<file path="src/hdl/servo_status_packet_receiver_unit_defines.svh">
// assertion macros for the servo status packet receiver
`ifndef SERVO_STATUS_PACKET_RECEIVER_UNIT_DEFINES_SVH
`define SERVO_STATUS_PACKET_RECEIVER_UNIT_DEFINES_SVH

`ifndef SYNTHESIS
`define SSPRX_ASSERT(lbl, clk, rst, prop) \
  lbl: assert property (@(posedge clk) disable iff (rst) prop) \
    else $error("%m: check failed");
`define SSPRX_NEVER(lbl, clk, rst, expr) \
  lbl: assert property (@(posedge clk) disable iff (rst) !(expr)) \
    else $error("%m: forbidden condition seen");
`else
`define SSPRX_ASSERT(lbl, clk, rst, prop)
`define SSPRX_NEVER(lbl, clk, rst, expr)
`endif

`endif

</file>
<file path="src/hdl/ssprx_pkg.sv">
// types, constants and helpers shared by the status packet receiver
package ssprx_pkg;

  localparam int WIN_LEN = 6;

  localparam logic [7:0] HDR_BYTE   = 8'hFF;
  localparam logic [7:0] ID_LIMIT   = 8'hFD;
  localparam logic [7:0] ERR_LIMIT  = 8'h7F;
  localparam logic [7:0] MIN_LENGTH = 8'd2;
  localparam logic [7:0] MAX_LENGTH_RESET = 8'd250;
  localparam logic [2:0] LAST_SLOT  = 3'd5;

  localparam logic CMD_BYTE    = 1'b0;
  localparam logic CMD_TIMEOUT = 1'b1;

  localparam logic [1:0] ST_SUCCESS = 2'd0;
  localparam logic [1:0] ST_CORRUPT = 2'd1;
  localparam logic [1:0] ST_NO_DATA = 2'd2;
  localparam logic [1:0] ST_NONE    = 2'd3;

  typedef logic [WIN_LEN-1:0][7:0] win_t;

  typedef struct packed {
    logic       burst;
    win_t       bytes;
    logic [8:0] index;
    logic       last;
    logic [1:0] status;
  } job_t;

  function automatic win_t drop_front(input win_t win, input logic [2:0] n);
    win_t       res;
    logic [3:0] j;
    for (int i = 0; i < WIN_LEN; i++) begin
      j = 4'(i) + {1'b0, n};
      if (j < 4'(WIN_LEN)) begin
        res[i] = win[j[2:0]];
      end else begin
        res[i] = 8'h00;
      end
    end
    return res;
  endfunction

endpackage

</file>
<file path="src/hdl/ssprx_front.sv">
// front end: hunts for the header, tracks the locked packet and issues jobs
`include "servo_status_packet_receiver_unit_defines.svh"

module ssprx_front
  import ssprx_pkg::*;
(
  input  logic       clk,
  input  logic       rst,
  input  logic       take,
  input  logic       cmd,
  input  logic [7:0] rx_byte,
  input  logic [7:0] max_length,
  output logic       job_push,
  output job_t       job
);

  win_t       window, window_next;
  logic [2:0] held_count, held_count_next;
  logic       locked, locked_next;
  logic [8:0] total_length, total_length_next;
  logic [8:0] position, position_next;
  logic [7:0] running_sum, running_sum_next;

  win_t       win_app;
  logic [2:0] held_app;
  logic [2:0] hdr_pos;
  logic [8:0] pos_inc;
  logic [7:0] sum3;
  logic       hdr_bad;

  always_comb begin
    win_app  = window;
    held_app = held_count;
    if (held_count < 3'(WIN_LEN)) begin
      win_app[held_count] = rx_byte;
      held_app            = held_count + 3'd1;
    end
    hdr_pos = 3'(WIN_LEN - 1);
    for (int i = WIN_LEN - 2; i >= 0; i--) begin
      if (win_app[i] == HDR_BYTE && win_app[i+1] == HDR_BYTE) begin
        hdr_pos = 3'(i);
      end
    end
  end

  assign pos_inc = position + 9'd1;
  assign sum3    = win_app[2] + win_app[3] + win_app[4];
  assign hdr_bad = (win_app[2] > ID_LIMIT) || (win_app[3] > max_length) ||
                   (win_app[3] < MIN_LENGTH) || (win_app[4] > ERR_LIMIT);

  always_comb begin
    window_next       = window;
    held_count_next   = held_count;
    locked_next       = locked;
    total_length_next = total_length;
    position_next     = position;
    running_sum_next  = running_sum;
    job_push          = 1'b0;
    job               = '0;
    job.status        = ST_NONE;
    job.bytes[0]      = rx_byte;
    job.index         = position;
    if (cmd == CMD_TIMEOUT) begin
      job_push          = 1'b1;
      job.bytes[0]      = 8'h00;
      job.index         = 9'd0;
      job.last          = 1'b1;
      job.status        = (!locked && held_count == 3'd0) ? ST_NO_DATA : ST_CORRUPT;
      window_next       = '0;
      held_count_next   = 3'd0;
      locked_next       = 1'b0;
      total_length_next = 9'(WIN_LEN);
      position_next     = 9'd0;
      running_sum_next  = 8'd0;
    end else if (locked) begin
      job_push = 1'b1;
      if (pos_inc >= total_length) begin
        job.last          = 1'b1;
        job.status        = (rx_byte == ~running_sum) ? ST_SUCCESS : ST_CORRUPT;
        window_next       = '0;
        held_count_next   = 3'd0;
        locked_next       = 1'b0;
        total_length_next = 9'(WIN_LEN);
        position_next     = 9'd0;
        running_sum_next  = 8'd0;
      end else begin
        running_sum_next = running_sum + rx_byte;
        position_next    = pos_inc;
      end
    end else begin
      window_next     = win_app;
      held_count_next = held_app;
      if (held_app == 3'(WIN_LEN)) begin
        if (hdr_pos != 3'd0) begin
          window_next     = drop_front(win_app, hdr_pos);
          held_count_next = held_app - hdr_pos;
        end else if (hdr_bad) begin
          window_next     = drop_front(win_app, 3'd1);
          held_count_next = held_app - 3'd1;
        end else begin
          job_push  = 1'b1;
          job.burst = 1'b1;
          job.bytes = win_app;
          job.index = 9'd0;
          if (win_app[3] == MIN_LENGTH) begin
            job.last          = 1'b1;
            job.status        = (win_app[5] == ~sum3) ? ST_SUCCESS : ST_CORRUPT;
            window_next       = '0;
            held_count_next   = 3'd0;
            total_length_next = 9'(WIN_LEN);
          end else begin
            locked_next       = 1'b1;
            total_length_next = {1'b0, win_app[3]} + 9'd4;
            position_next     = 9'(WIN_LEN);
            running_sum_next  = sum3 + win_app[5];
          end
        end
      end
    end
  end

  always_ff @(posedge clk) begin
    if (rst) begin
      window       <= '0;
      held_count   <= 3'd0;
      locked       <= 1'b0;
      total_length <= 9'(WIN_LEN);
      position     <= 9'd0;
      running_sum  <= 8'd0;
    end else if (take) begin
      window       <= window_next;
      held_count   <= held_count_next;
      locked       <= locked_next;
      total_length <= total_length_next;
      position     <= position_next;
      running_sum  <= running_sum_next;
    end
  end

  `SSPRX_ASSERT(a_hunt_window_short, clk, rst, !locked |-> (held_count < 3'(WIN_LEN)))
  `SSPRX_ASSERT(a_lock_pos_inside, clk, rst, locked |-> (position < total_length))

endmodule

</file>
<file path="src/hdl/ssprx_jobq.sv">
// short job queue between the front end and the result stage
module ssprx_jobq
  import ssprx_pkg::*;
#(
  parameter int DEPTH = 2
) (
  input  logic clk,
  input  logic rst,
  input  logic push,
  input  job_t push_job,
  output logic full,
  input  logic take,
  output logic nonempty,
  output job_t head_job
);

  localparam int PTR_W = (DEPTH > 1) ? $clog2(DEPTH) : 1;
  localparam int CNT_W = $clog2(DEPTH + 1);

  job_t             entries [DEPTH];
  logic [PTR_W-1:0] wr_ptr, rd_ptr;
  logic [CNT_W-1:0] count;
  logic             do_push, do_take;

  assign full     = (count == CNT_W'(DEPTH));
  assign nonempty = (count != '0);
  assign head_job = entries[rd_ptr];
  assign do_push  = push && !full;
  assign do_take  = take && nonempty;

  always_ff @(posedge clk) begin
    if (do_push) begin
      entries[wr_ptr] <= push_job;
    end
  end

  always_ff @(posedge clk) begin
    if (rst) begin
      wr_ptr <= '0;
      rd_ptr <= '0;
      count  <= '0;
    end else begin
      if (do_push) begin
        wr_ptr <= (wr_ptr == PTR_W'(DEPTH - 1)) ? '0 : wr_ptr + 1'b1;
      end
      if (do_take) begin
        rd_ptr <= (rd_ptr == PTR_W'(DEPTH - 1)) ? '0 : rd_ptr + 1'b1;
      end
      if (do_push && !do_take) begin
        count <= count + 1'b1;
      end else if (do_take && !do_push) begin
        count <= count - 1'b1;
      end
    end
  end

endmodule

</file>
<file path="src/hdl/ssprx_back.sv">
// result stage: expands jobs into result beats held in the output register
`include "servo_status_packet_receiver_unit_defines.svh"

module ssprx_back
  import ssprx_pkg::*;
(
  input  logic       clk,
  input  logic       rst,
  input  logic       job_valid,
  input  job_t       job,
  output logic       job_take,
  input  logic       pop,
  output logic       empty,
  output logic [7:0] out_byte,
  output logic [8:0] byte_index,
  output logic       last,
  output logic [1:0] status
);

  logic       out_valid;
  logic [2:0] sub;
  logic       load, done, at_end;

  assign at_end   = (sub == LAST_SLOT);
  assign done     = !job.burst || at_end;
  assign load     = job_valid && (!out_valid || pop);
  assign job_take = load && done;
  assign empty    = !out_valid;

  always_ff @(posedge clk) begin
    if (rst) begin
      out_valid <= 1'b0;
      sub       <= 3'd0;
    end else if (load) begin
      out_valid <= 1'b1;
      sub       <= done ? 3'd0 : sub + 3'd1;
    end else if (pop) begin
      out_valid <= 1'b0;
    end
  end

  always_ff @(posedge clk) begin
    if (load) begin
      if (job.burst) begin
        out_byte   <= job.bytes[sub];
        byte_index <= {6'd0, sub};
        last       <= at_end && job.last;
        status     <= at_end ? job.status : ST_NONE;
      end else begin
        out_byte   <= job.bytes[0];
        byte_index <= job.index;
        last       <= job.last;
        status     <= job.status;
      end
    end
  end

  `SSPRX_NEVER(a_sub_range, clk, rst, sub > LAST_SLOT)
  `SSPRX_ASSERT(a_sub_in_burst, clk, rst, (sub != 3'd0) |-> (job_valid && job.burst))
  `SSPRX_ASSERT(a_last_has_status, clk, rst, (!empty && last) |-> (status != ST_NONE))
  `SSPRX_ASSERT(a_mid_no_status, clk, rst, (!empty && !last) |-> (status == ST_NONE))

endmodule

</file>
<file path="src/hdl/servo_status_packet_receiver_unit.sv">
// top level of the servo status packet receiver
//
//  port group   | handshake           | beat
//  -------------+---------------------+-------------------------------------
//  input        | push / full         | cmd, rx_byte
//  result       | empty / pop         | out_byte, byte_index, last, status
//  config       | cfg_valid/cfg_ready | cfg_data (max_length)
//
//  one input beat is taken per cycle while the job queue has room
//  results leave the output register at one per cycle while pop is high;
//  a header lock gives a burst of six results, all other jobs give one
//  a stalled result side fills the job queue, then full rises
//  rst is synchronous and clears the parser, the queue and the output;
//  max_length returns to 250
module servo_status_packet_receiver_unit
  import ssprx_pkg::*;
#(
  parameter int JOB_DEPTH = 2
) (
  input  logic       clk,
  input  logic       rst,
  input  logic       push,
  output logic       full,
  input  logic       cmd,
  input  logic [7:0] rx_byte,
  output logic       empty,
  input  logic       pop,
  output logic [7:0] out_byte,
  output logic [8:0] byte_index,
  output logic       last,
  output logic [1:0] status,
  input  logic       cfg_valid,
  output logic       cfg_ready,
  input  logic [7:0] cfg_data
);

  logic [7:0] max_length;
  logic       take;
  logic       job_push, job_take, job_valid;
  job_t       new_job, head_job;

  assign cfg_ready = 1'b1;
  assign take      = push && !full;

  always_ff @(posedge clk) begin
    if (rst) begin
      max_length <= MAX_LENGTH_RESET;
    end else if (cfg_valid && cfg_ready) begin
      max_length <= cfg_data;
    end
  end

  ssprx_front u_front (
    .clk       (clk),
    .rst       (rst),
    .take      (take),
    .cmd       (cmd),
    .rx_byte   (rx_byte),
    .max_length(max_length),
    .job_push  (job_push),
    .job       (new_job)
  );

  ssprx_jobq #(
    .DEPTH(JOB_DEPTH)
  ) u_jobq (
    .clk     (clk),
    .rst     (rst),
    .push    (take && job_push),
    .push_job(new_job),
    .full    (full),
    .take    (job_take),
    .nonempty(job_valid),
    .head_job(head_job)
  );

  ssprx_back u_back (
    .clk       (clk),
    .rst       (rst),
    .job_valid (job_valid),
    .job       (head_job),
    .job_take  (job_take),
    .pop       (pop),
    .empty     (empty),
    .out_byte  (out_byte),
    .byte_index(byte_index),
    .last      (last),
    .status    (status)
  );

endmodule

</file>
<file path="config.mk">
export PLATFORM = sky130hd
export DESIGN_NAME = servo_status_packet_receiver_unit
export DESIGN_NICKNAME = d
export VERILOG_FILES = /design/src/hdl/ssprx_pkg.sv /design/src/hdl/ssprx_front.sv /design/src/hdl/ssprx_jobq.sv /design/src/hdl/ssprx_back.sv /design/src/hdl/servo_status_packet_receiver_unit.sv
export VERILOG_INCLUDE_DIRS = /design/src /design/src/hdl
export SDC_FILE = /design/constraint.sdc
export NUM_CORES = 1
export LEC_CHECK = 0
export BUFFER_PORTS_ARGS = -buffer_cell sky130_fd_sc_hd__buf_2
export CAP_MARGIN = 15
export CORE_MARGIN = 3
export CORE_UTILIZATION = 53
export CTS_CLUSTER_SIZE = 30
export DETAILED_ROUTE_END_ITERATION = 8
export PLACE_DENSITY = 0.81
export SLEW_MARGIN = 25
export SYNTH_ARGS = -nofsm -noshare
export SYNTH_HDL_FRONTEND = slang
export SYNTH_HIERARCHICAL = 1
export SYNTH_SLANG_ARGS = --single-unit
</file>
<file path="constraint.sdc">
create_clock -name clk -period 6.2 [get_ports clk]
set_input_delay 0.62 -clock clk [delete_from_list [all_inputs] [get_ports clk]]
set_output_delay 0.62 -clock clk [all_outputs]
set_load 0.005 [all_outputs]
</file>
**Word level (Yosys, flattened, before mapping)**

Memories as Yosys holds them, arrays and structs flattened. A register that Yosys moved wholly into a read port is not among the register bits.
Cells that the tools add are included.

- Order comparisons: 21
- $add $sub $neg: 19
- Reductions and logical operators: 36
- Equality and inequality tests: 16
- Muxes and demuxes: 105
- Bitwise logic cells: 2

Operator list:

| operator | count |
|---|---|
| 48-bit 2-to-1 mux | 8 |
| 61-bit 2-to-1 mux | 3 |
| 8-bit 2-to-1 mux | 22 |
| 8-bit binary-select mux with 3-bit select | 7 |
| 9-bit 2-to-1 mux | 14 |
| 58-bit 2-to-1 mux | 1 |
| 3-bit 2-to-1 mux | 17 |
| 48-bit bitwise mux | 1 |
| 8-bit equality test, second input constant | 6 |
| 41-bit 2-to-1 mux | 1 |
| 8-bit adder | 4 |
| 3-bit by 4-bit less-than comparator with 1-bit output, second input constant | 8 |
| 8-bit demux with 3-bit select | 1 |
| 1-bit 2-to-1 mux | 24 |
| 4-bit by 3-bit less-than comparator with 1-bit output, second input constant | 5 |
| 20-bit 2-to-1 mux | 1 |
| 8-bit equality test | 2 |
| 1-bit logical AND | 16 |
| 8-bit inverter | 2 |
| 2-bit 2-to-1 mux | 5 |
| 5-bit AND reduction | 2 |
| 8-bit by 3-bit adder with 9-bit output, second input constant | 1 |
| 9-bit by 1-bit adder with 9-bit output, second input constant | 1 |
| 9-bit greater-or-equal comparator | 1 |
| 26 further kinds | 46 |

- Input bits: 22
- Output and inout bits: 23
- Memories kept: 1
- Word-level logic and storage cells: 222
- Register bits: 114
- Bits in writable memories: 122

Memory list:

| memory | depth | bits a word | read ports | clocked after Yosys merged registers in | wr ports | RTL line | RTL |
|---|---|---|---|---|---|---|---|
| u_jobq.entries | 2 | 61 | 1 | 1 | 1 | ssprx_jobq.sv:20 | `job_t entries [DEPTH];` |

**Depth between registers and ports, before layout**

- Depth after elaboration: 24
- Gate-level depth with buffers: 25
- Gate-level depth less buffers: 20

**Modules after synthesis**

The synthesis kept the hierarchy.

By module, submodules not included:

| module | area an instance (µm²) | cells each | times used | seq. area each (µm²) |
|---|---|---|---|---|
| ssprx_front | 9266.4 | 1324 | 1 | 1561.5 |
| ssprx_jobq | 4605.7 | 215 | 1 | 3763.6 |
| ssprx_back | 1363.8 | 107 | 1 | 680.7 |
| servo_status_packet_receiver_unit | 334.1 | 30 | 1 | 160.2 |

**Least setup slack after synthesis**

OpenSTA, ideal clock, no wires.

- Kind: register to register
- Start point: register u_front.held_count[1]
- End point: memory u_jobq/entries[1][0] (netlist bit), enable pin
- Path buffers: 5
- Data arrival time: 5.582 ns
- Required time: 5.775 ns
- Setup time: 0.425 ns
- Period minus slack after synthesis: 6.008 ns
- Stages on the path, launching flop included: 23
- Path slack: 0.192 ns
- Path through: dfxtp_1 > and3b_1 > buf_2 > buf_2 > nand2_1 > nand2_1 > ha_1 > nand3_1 > or4_4 > and2_4 > a211o_4 > nand2_2 > buf_4 > buf_2 > ha_1 > ha_1 > clkbuf_1 > nand2_1 > o21ai_1 > and2_1 > inv_1 > nor2_1 > and2_1

- Word-level cells in the longest chain between the ends: 22
- Elaborated cells on any way between the ends: 44
- Those cells by class: 1 x add/sub; 7 x order compare; 7 x eq/ne; 17 x mux; 12 x reduce/logical

Ends and longest elaborated chain:

| item | RTL line | RTL |
|---|---|---|
| from (decl) | ssprx_front.sv:18 | `logic [2:0] held_count, held_count_next;` |
| from (signal assigned) | ssprx_front.sv:132 | `held_count <= held_count_next;` |
| 3-bit by 4-bit less-than comparator with 1-bit output (not written as such) or 3-bit by 1-bit greater-or-equal comparator with 1-bit output (tied branches) | ssprx_front.sv:35 | `win_app[held_count] = rx_byte;` |
| 1-bit logical AND (not written as such) | ssprx_front.sv:35 |  |
| 8-bit 2-to-1 mux (not written as such) | ssprx_front.sv:35 |  |
| 8-bit demux with 3-bit select | n/a |  |
| 48-bit bitwise mux | ssprx_front.sv:35 |  |
| 48-bit 2-to-1 mux | ssprx_front.sv:34 | `if (held_count < 3'(WIN_LEN)) begin` |
| 8-bit equality test | ssprx_front.sv:40 | `if (win_app[i] == HDR_BYTE && win_app[i+1] == HDR_BYTE) begin` |
| 1-bit logical AND | ssprx_front.sv:40 |  |
| [8 not listed] | n/a |  |
| 1-bit 2-to-1 mux * | ssprx_front.sv:75 | `end else if (locked) begin` |
| 1-bit 2-to-1 mux * | ssprx_front.sv:63 | `if (cmd == CMD_TIMEOUT) begin` |
| via job_push | servo_status_packet_receiver_unit.sv:39 | `logic job_push, job_take, job_valid;` |
| 1-bit logical AND * | servo_status_packet_receiver_unit.sv:69 | `.push (take && job_push),` |
| 1-bit logical AND * | ssprx_jobq.sv:28 | `assign do_push = push && !full;` |
| via u_jobq.do_push | ssprx_jobq.sv:23 | `logic do_push, do_take;` |
| 1-bit 2-to-1 mux * | ssprx_jobq.sv:32 | `if (do_push) begin` |
| 1-bit 2-to-1 mux (not written as such) * | ssprx_jobq.sv:33 | `entries[wr_ptr] <= push_job;` |
| to (decl) | ssprx_jobq.sv:20 |  |

Mark *: on every way through the listed nets, which the timed path passes. The rest lies on a longest branch.

**Final worst setup path**

- Start point: register u_front.held_count[1]
- End point: register u_front/window[42] (netlist bit)

- Word-level cells in the longest chain between the ends: 21
- Elaborated cells on any way between the ends: 47
- Those cells by class: 2 x add/sub; 8 x order compare; 8 x eq/ne; 19 x mux; 10 x reduce/logical

Ends and longest elaborated chain:

| item | RTL line | RTL |
|---|---|---|
| 3-bit by 4-bit less-than comparator with 1-bit output (not written as such) or 3-bit by 1-bit greater-or-equal comparator with 1-bit output (tied branches) | ssprx_front.sv:35 |  |
| 1-bit logical AND (not written as such) | ssprx_front.sv:35 |  |
| 8-bit 2-to-1 mux (not written as such) | ssprx_front.sv:35 |  |
| 8-bit demux with 3-bit select | n/a |  |
| 48-bit bitwise mux | ssprx_front.sv:35 |  |
| 48-bit 2-to-1 mux | ssprx_front.sv:34 |  |
| 8-bit equality test | ssprx_front.sv:40 |  |
| 1-bit logical AND | ssprx_front.sv:40 |  |
| [5 not listed] | n/a |  |
| 3-bit by 3-bit adder with 4-bit output | ssprx_pkg.sv:35 | `j = 4'(i) + {1'b0, n};` |
| 8-bit binary-select mux with 3-bit select | ssprx_pkg.sv:37 | `res[i] = win[j[2:0]];` |
| 8-bit 2-to-1 mux (not written as such) | ssprx_pkg.sv:37 |  |
| 8-bit 2-to-1 mux | ssprx_pkg.sv:36 | `if (j < 4'(WIN_LEN)) begin` |
| 48-bit 2-to-1 mux | ssprx_front.sv:94 | `if (hdr_pos != 3'd0) begin` |
| 48-bit 2-to-1 mux * | ssprx_front.sv:93 | `if (held_app == 3'(WIN_LEN)) begin` |
| 48-bit 2-to-1 mux * | ssprx_front.sv:75 |  |
| 48-bit 2-to-1 mux * | ssprx_front.sv:63 |  |
| to (signal assigned) | ssprx_front.sv:131 | `window <= window_next;` |
| to (decl) | ssprx_front.sv:17 | `win_t window, window_next;` |

Every way passes the cells marked *; elsewhere a longest branch is shown, timed or not. The select of a mux whose other input is x is not followed.
A chain may end at the register's enable or synchronous reset.

==> key figures <==
Global routing
  • Largest net degree at the start of global routing: 62
  • Initial antenna violation count: 0
  • Total grt overflow: 0
  • First-pass GRT wire length: between 80000 and 90000 um
  • GRT Overall Usage: between 30 and 40%
  • Vias in the first global route: 13760

Clock tree
  • Setup Buffers After CTS: 0
  • Worst-skew pair later-pin latency: approximately 0.58 ns
  • H-tree Lvls: 1
  • CTS Buf Count: 27
  • CTS clk-pin slew, worst paths: about 0.060 ns
  • Root buffer cell: clkbuf_16
  • Sink Count: 237
  • Post_cts resized: 0
  • CTS tree: yes
  • Hold_buf cts: 0
  • Max Buffers Root-to-Sink: 3

Synth
  • Post-synth top area cell: edfxtp_1
  • Flops & latches, synth: 237
  • Warnings, synthesis: 6
  • Yosys cell types: 93
  • Avg Cell Area, Syn: 9.290 um2
  • Synthesized area: about 16000 um2
  • Net count after synthesis: around 1800
  • Top cell type's share of synthesized area: 27.39%
  • Synth top area cells: edfxtp_1 27%, dfxtp_1 12%, mux2_2 5.7%, ha_1 4.6%, a21oi_1 4.1%
  • EDFF count, synth: approximately 140
  • Post-synth ARST share: 0%
  • Main synth FF type: edfxtp_1
  • Register area share after synthesis: 39.60%
  • Synth Instances: 1676

Timing
  • Worst Clk Skew: 0.03305 ns
  • Fmax: between 150 and 200 MHz
  • RSZ-0062 raised after global routing: false
  • Pins Over Slew Limit: 0
  • Sum of negative setup slack: 0 ns
  • Final setup violation count: 0
  • Final hold viol count: 0
  • Tmin final: 5.609 ns
  • Period utilization: slightly above 90%
  • Slew @ Worst Pin: 1.044 ns
  • Rel. slew slack: 28.38%

Pwr
  • P per Cell Area: 270.8 nW/um2
  • VDD IR max: 0.0002055 V
  • Leakage: 6.412 nW

Worst hold path
  • Hold WC Path Type: in -> reg
  • Hold endpoint: max_length[7]
  • Hold path start: cfg_data[7]
  • Hold Path Stages: 2

Floorplan
  • Die X: about 180 um
  • Die H: between 150 and 200 um
  • Area of the die: about 31000 um2
  • Row cnt: 62
  • Io pins: 45
  • Initial Util: 53.95%
  • Core area: about 29000 um2

Drt
  • WL final: 57180 um
  • Number of nets with antenna violations after routing: 0
  • DRC: 0
  • Initial DRC count: around 2600
  • Vias: about 15000
  • DR vias/cell: 6.931
  • TritonRoute pass-1 iters: 6
  • Routed WL per cell: about 27 um

Placement
  • Post-DP HPWL: 39960 um
  • RD Place Congestion: between 1 and 1.5
  • Post-DP Area: 16260 um2
  • Cells after DPL: between 2000 and 2500
  • Quantity of I/O buffers inserted on ports: 43

Critical path
  • Bufs and invs on worst path: 1
  • Critical Path RT: between 6 and 7 ns
  • Cell mode on critical path: ha_1
  • Max FO, Critical Path: 52
  • R2R Path Start: u_front/held_count[1]
  • Crit Path Category: reg -> reg
  • Slowest-stage cell, CP: nor2_1
  • Critical path arrival: 6.10 ns
  • R2R cell count: 16
  • Critical R2R Capture: u_front/window[42]
  • Crit path launch type: flip-flop
  • CP cell instances: and3b_1 > nand2_1 > nand2_1 > ha_1 > nand3_1 > or4_4 > and2_4 > a211o_4 > nand2_2 > ha_1 > ha_1 > buf_4 > a31oi_1 > nor2_1 > a221oi_1 > o21ai_0
  • CP top delay family: simple AND/OR/NAND/NOR gates
  • Flop2flop setup slack: ~0.59 ns
  • CP peak stage delay: 0.72 ns
  • Crit path capture type: flip-flop

Final layout
  • Most frequent cells in the layout: 155 x nand2_1, 142 x edfxtp_1, 126 x nor2_1, 126 x a21oi_1, 94 x dfxtp_1
  • Layout area overhead: 10.28%
  • Most common cell after layout, fill and taps aside: nand2_1
  • Share of cells above drive strength 1: 16.25%
  • Final instance area: 17170 um2
  • Fin cells: 2102
  • Final #Nets: 1785

Run status
  • Run status: finished, final reports clean

Run
  • Max cap viols: 0
-- through the flow --
step / power, mW / utilization (%) / hold WS (ns) / setup WS [ns]
after detailed placement: 3.000 / 56.33 / 0.4520 / 0.8135
final: 4.650 / 59.50 / 0.2464 / 0.5914
after global routing: 4.798 / 59.49 / 0.2576 / 0.3723
after floorplan: 2.664 / - / 0.4319 / 0.1922
after global placement: 2.961 / 56.32 / 0.4453 / 1.000
after CTS: 4.636 / 59.49 / 0.2459 / 0.7942
-- state kept, by name (all words and copies together) (netlist names), named ones only --
| signal | flops |
|---|---|
| max_length | 8 |
| u_back/byte_index | 9 |
| u_back/last | 1 |
| u_back/out_byte | 8 |
| u_back/out_valid | 1 |
| u_back/status | 2 |
| u_back/sub | 3 |
| u_front/held_count | 3 |
| u_front/locked | 1 |
| u_front/position | 9 |
| u_front/running_sum | 8 |
| u_front/total_length | 9 |
| u_front/window | 48 |
| u_jobq/count | 2 |
| u_jobq/entries | 122 |
| u_jobq/rd_ptr | 1 |
| u_jobq/wr_ptr | 1 |
-- cell type report --
type                       instances  area, um2
inverter                          79      296.5
clock buffer                      34      732.0
multi-input combinational       1246       8607
sequential                       237       6167
tap                              384      480.5
timing repair buffer             105      705.7
clock inverter                    16      178.9
antenna                            1      2.502
fill                            2492      11690
-- routing by layer --
layer	vias to the layer above	track usage (%)	part of all wire (%)
met1	6873	46.09	37
met4	0	22.41	8.2
li1	6266	-	-
met3	278	10.21	13
met5	-	0	0
met2	1151	52.12	42
-- kinds of logic after synthesis --
| group | after synthesis | share of synthesized area, % |
|---|---|---|
| multiplexers | 147 | 10.83 |
| other | 2 | 0.04823 |
| AND/OR/NAND/NOR | 535 | 16.63 |
| AO/OA/AOI/OAI | 460 | 19.66 |
| adder cells (fa/ha/maj) | 67 | 5.866 |
| flip-flops | 237 | 39.60 |
| XOR/XNOR | 35 | 2.057 |
| buffers and inverters | 193 | 5.304 |
-- report_power, final --
group,total (mW),leakage (nW),switching [mW],internal [mW]
Combinational,1.03,3.83,0.621,0.411
Sequential,1.96,2.14,0.0646,1.90
Clock,1.65,0.444,0.689,0.966
Total,4.65,6.41,1.38,3.27
-- worst max path at each step --
stage          cells after the start                  start               endpoint
2_1_floorplan                     22  u_front/held_count[1]   u_jobq/entries[1][0]
3_5_place_dp                      18  u_front/held_count[1]  u_jobq/entries[0][49]
5_1_grt                           18  u_front/held_count[1]  u_jobq/entries[0][34]
6_report                          16  u_front/held_count[1]     u_front/window[42]
3_3_place_gp                      18  u_front/held_count[1]  u_jobq/entries[0][49]
4_1_cts                           18  u_front/held_count[1]  u_jobq/entries[0][43]
-- worst register-to-register path, stage by stage, from the launching register on --
cell,delay (ns)
dfxtp_1,0.59
and3b_1,0.63
nand2_1,0.13
nand2_1,0.12
ha_1,0.28
nand3_1,0.14
or4_4,0.56
and2_4,0.17
a211o_4,0.43
nand2_2,0.14
ha_1,0.16
ha_1,0.18
buf_4,0.57
a31oi_1,0.39
nor2_1,0.72
a221oi_1,0.20
o21ai_0,0.13
-- cell usage after synthesis (35+ instances only) --
cell,count
edfxtp_1,142
ha_1,57
a21oi_1,126
nor3_1,58
nand2_1,155
inv_1,73
dfxtp_1,95
clkbuf_1,65
mux2i_1,58
mux2_2,79
nor2_1,126
a211oi_1,48
nand3_1,51
o21ai_0,75
buf_2,35
Note: power is estimated with default switching activity, not from simulation.
